==> src/rtl/erd_pkg.sv <==
package erd_pkg;

    typedef enum logic [1:0] {
        FMT_F32 = 2'd0,
        FMT_F16 = 2'd1,
        FMT_Q8  = 2'd2,
        FMT_Q4  = 2'd3
    } fmt_t;

    localparam logic [1:0] REG_FORMAT = 2'd0;
    localparam logic [1:0] REG_ROWLEN = 2'd1;
    localparam logic [1:0] REG_SCALE  = 2'd2;

    localparam logic [13:0] ROWLEN_RESET = 14'd32;

    typedef struct packed {
        fmt_t        format_mode;
        logic [13:0] row_length;
        logic [17:0] scale_base;
    } cfg_t;

    typedef enum logic [2:0] {
        ST_IDLE,
        ST_BASE,
        ST_RDW,
        ST_RDS0,
        ST_RDS1,
        ST_FIN
    } state_t;

    // exact fp32 bits of q times fp16 h
    function automatic logic [31:0] scale_mul(input logic signed [8:0] q,
                                              input logic [15:0] h);
        logic        s;
        logic [4:0]  ex;
        logic [9:0]  m;
        logic        qneg;
        logic signed [8:0] qn;
        logic [7:0]  qa;
        logic        sign;
        logic [10:0] mant;
        logic [18:0] pb;
        logic [4:0]  p;
        logic [7:0]  expo;
        logic [41:0] frac;
        s    = h[15];
        ex   = h[14:10];
        m    = h[9:0];
        qneg = q[8];
        qn   = -q;
        qa   = qneg ? qn[7:0] : q[7:0];
        sign = s ^ qneg;
        if (ex == 5'd31) begin
            if (m != 10'd0) begin
                return {s, 8'hFF, 1'b1, m[8:0], 13'd0};
            end
            if (qa == 8'd0) begin
                return 32'h7FC00000;
            end
            return {sign, 8'hFF, 23'd0};
        end
        mant = (ex == 5'd0) ? {1'b0, m} : {1'b1, m};
        pb   = 19'(mant) * 19'(qa);
        if (pb == 19'd0) begin
            return {sign, 31'd0};
        end
        p = 5'd0;
        for (int k = 0; k < 19; k++) begin
            if (pb[k]) begin
                p = 5'(k);
            end
        end
        expo = (ex == 5'd0) ? (8'(p) + 8'd103) : (8'(p) + 8'(ex) + 8'd102);
        frac = 42'(pb) << (5'd23 - p);
        return {sign, expo, frac[22:0]};
    endfunction

endpackage

==> src/rtl/erd_cfg.sv <==
module erd_cfg
    import erd_pkg::*;
(
    input  logic        aclk,
    input  logic        aresetn,
    input  logic        psel,
    input  logic        penable,
    input  logic        pwrite,
    input  logic [3:0]  paddr,
    input  logic [31:0] pwdata,
    output logic [31:0] prdata,
    output logic        pready,
    output cfg_t        cfg
);

    cfg_t cfg_reg;
    logic wr;

    assign wr     = psel & penable & pwrite;
    assign pready = 1'b1;
    assign cfg    = cfg_reg;

    always_ff @(posedge aclk) begin
        if (!aresetn) begin
            cfg_reg.format_mode <= FMT_F32;
            cfg_reg.row_length  <= ROWLEN_RESET;
            cfg_reg.scale_base  <= 18'd0;
        end else if (wr) begin
            case (paddr[3:2])
                REG_FORMAT: cfg_reg.format_mode <= fmt_t'(pwdata[1:0]);
                REG_ROWLEN: cfg_reg.row_length  <= pwdata[13:0];
                REG_SCALE:  cfg_reg.scale_base  <= pwdata[17:0];
                default: ;
            endcase
        end
    end

    always_comb begin
        case (paddr[3:2])
            REG_FORMAT: prdata = {30'd0, cfg_reg.format_mode};
            REG_ROWLEN: prdata = {18'd0, cfg_reg.row_length};
            REG_SCALE:  prdata = {14'd0, cfg_reg.scale_base};
            default:    prdata = 32'd0;
        endcase
    end

endmodule

==> config.mk <==
export PLATFORM = sky130hd
export DESIGN_NAME = erd_cfg
export DESIGN_NICKNAME = d
export VERILOG_FILES = /design/src/rtl/erd_pkg.sv /design/src/rtl/erd_cfg.sv
export SDC_FILE = /design/constraint.sdc
export NUM_CORES = 1
export LEC_CHECK = 0
export ABC_AREA = 1
export BUFFER_PORTS_ARGS = -buffer_cell sky130_fd_sc_hd__buf_2
export CORE_ASPECT_RATIO = 1.5
export CORE_UTILIZATION = 43
export DETAILED_ROUTE_END_ITERATION = 7
export GPL_TIMING_DRIVEN = 0
export PLACE_DENSITY = 0.79
export SLEW_MARGIN = 20
export SYNTH_ARGS = -nofsm -noshare
export SYNTH_HDL_FRONTEND = slang
export SYNTH_SLANG_ARGS = --single-unit
==> constraint.sdc <==
create_clock -name aclk -period 1.1 [get_ports aclk]
set_input_delay 0.22 -clock aclk [delete_from_list [all_inputs] [get_ports aclk]]
set_output_delay 0.22 -clock aclk [all_outputs]
set_load 0.005 [all_outputs]
==> impl_metrics.toml <==
[run_status]
status = "finished, violations left"
violations = "negative setup slack"

[critical_path]
crit_slowest_cell = "nor2_4"
worst-path-stages = 6
cp-startpoint = "paddr[3]"
r2r_slack_ps = 400
timing.rr.start = "cfg[17]"
critPathTopFamily = "buffers and inverters"
worst-setup-path-type = "in -> out"
cpMostUsedCell = "buf_6"
required_ps = 880
critPathLaunchType = "input port"
path_cells = "buf_12 > nor2_4 > buf_6 > nand2_2 > nand3_2 > buf_6"
path_max_fanout = 7
slowest_delay_ps = 210
crit_arrival_ps = 950
ff2ff_path_depth = 3
critPathCaptureType = "output port"
cp-endpoint = "prdata[1]"
worst-path-buf-inv = 3
worstReg2RegEnd = "cfg[17]"

[placed_design]
postPlaceCellArea_sq_mm = 0.002323
gp_congestion = 0.7996
io_buffers = 75
place_ws_ps = -278.0
post-dp-hpwl_um = 3591

[final_layout]
multiInputGateArea_sq_um = 957.2
fillerInstances = 383
diodes = 0
largest_reg_flops = 34
drive_gt1_frac = 0.4025
nets = 435
stdcell_area_sq_mm = 0.002665
area_growth_pct = 44.60
seqCellArea_sq_um = 685.7
post-route-util = 0.6615

[cts]
cts_hold_buf = 0
htree_levels = 2
clk_pin_slew_ps = 70
cts_tree = "yes"
clock_latency_ps = 290
clockRootBuffer = "clkbuf_8"
clock-sinks = 34
cts_buffers = 5
clockBufferDepth = 2

[global_routing]
grt_max_degree = 11
grt_pass1_vias = 1895
grt_overflow_total = 0
antenna_found_initial = 0
grtUsageTotal = 0.2352
grt_pass1_wl_um = 8335

[sta]
skew_ps = 0
rsz0062_at_grt = "yes"
final_hold_viol_count = 0
timing.slew.headroom = 0.6507
setup_tns_ps = -609.7
tightest_slew_ps = 523.9
fin_crit_sh = 1.063
setup_viol = 14
finalMaxSlewViolations = 0
setup_ws_ps = -69.79
period_minus_slack_ps = 1170
fmax_mhz = 854.9

[synth]
synth_top_area_cell = "dfxtp_1"
synth_area_per_cell_sq_um = 6.467
syn_inst = 285
ys_seq_area_frac = 0.3693
synth_warnings = 0
ys_ff_latch = 34
ys_types = 20
synth_area_leaders = "dfxtp_1 37%, nand2_1 16%, nor2_1 15%"
synth_area_sq_mm = 0.001843
yosys.area.top_type_share = 0.3693

[power]
p_int_uw = 2108
p_total_uw = 2830
switchingPower_uw = 721.5
combPwrFrac = 0.164
p_sw_frac = 0.2550
power_frac_seq = 0.452
p_per_area_mw_per_mm2 = 1062
p_leak_uw = 0.001516
clkPwrFrac = 0.384
peakVddDrop_v = 0.0008379

[detailed_routing]
dr.pass1.iters = 4
viasPerCell = 4.620
drc_errors = 0
wl_per_cell_um = 11.70
wirelength_um = 5150
drt_iter0_drc = 49
postRouteAntennaNets = 0
vias = 2033

[die]
chipWidth_um = 55.46
core_area_sq_mm = 0.004029
die-height_um = 82.18
rows = 28
initial_core_util = 0.4575
dieArea_sq_mm = 0.004557
ios = 108

[hold_path]
min_path_type = "in -> reg"

[job]
maxCapViolations = 0
==> synth_stat cells, drive strengths merged <==
cell / count
nand2: 80
inv: 25
nor2: 77
nand3: 37
conb: 2
clkbuf: 2
dfxtp: 34
buf: 27
o21ai: 1
==> logic make-up after synthesis <==
family                 synth area share
flip-flops                       0.3693
AND/OR/NAND/NOR                  0.4549
AO/OA/AOI/OAI                  0.002713
other                          0.004075
buffers and inverters            0.1690
==> final cells by class <==
cell class,instances,area share
multi-input combinational,210,0.3592
sequential,34,0.2573
timing repair buffer,89,0.1967
buffer,29,0.08451
clock buffer,8,0.04131
inverter,25,0.03991
tap,45,0.02113
==> metrics by stage <==
step,instances,hold slack (ps)
detailed placement,418,459.8
global placement,418,446.7
floorplan,298,346.2
global route,440,172.5
finish,440,159.9
CTS,436,162.4
==> worst register-to-register path, stage by stage, from the launching register on <==
cell and delay, ps:
dfxtp_2 330, buf_4 120, nor2_1 90, nor2_1 50
==> what timing repair did <==
| item | in CTS | in global routing |
|---|---|---|
| pin swaps | 9 | 11 |
| setup buffers | 8 | 4 |
| gates cloned | 2 | 0 |
| setup endpoints to repair | 17 | 18 |
| gates resized for setup | 36 | 11 |
==> power groups by stage <==
| stage | clock (uW) | combinational [uW] | sequential, uW |
|---|---|---|---|
| 5_1_grt | 1170 | 511 | 1280 |
| 3_3_place_gp | 0 | 380 | 1300 |
| 6_report | 1090 | 463 | 1280 |
| 4_1_cts | 1090 | 445 | 1280 |
| 3_5_place_dp | 0 | 386 | 1300 |
| 2_1_floorplan | 0 | 246 | 1310 |
==> cell usage in the layout (no fill, tap or decap) <==
master and count:
nand3_4 1, nand2_1 60, clkbuf_1 2, nand3_2 2, dfxtp_2 4, nor2_1 71
inv_1 21, conb_1 15, inv_6 1, nand2_2 19, dfxtp_1 30, clkbuf_8 8
nor2_2 2, buf_12 2, buf_4 27, buf_2 75, buf_1 2, inv_8 1
nand3_1 34, nor2_8 1, nor2_4 3, buf_6 9, o21ai_0 1, buf_8 1
nand2_4 1, inv_2 2
==> how the worst min path moves through the flow <==
stage	from	to	slack (ps)	depth (start not counted)
global route	pwdata[5]	cfg[23]	170	3
global placement	pwdata[5]	cfg[23]	450	3
finish	pwdata[5]	cfg[23]	160	3
floorplan	pwdata[5]	cfg[23]	350	2
CTS	pwdata[5]	cfg[23]	160	3
detailed placement	pwdata[5]	cfg[23]	460	3
==> routing by layer <==
| layer | track usage | vias to the layer above | wire length (um) |
|---|---|---|---|
| met5 | 0 | - | 0 |
| met4 | 0.1450 | 0 | 150 |
| met3 | 0.05607 | 14 | 295 |
| met2 | 0.4313 | 77 | 2754 |
| met1 | 0.2430 | 896 | 1950 |
| li1 | - | 1046 | - |
Note: power is estimated with default switching activity, not from simulation.
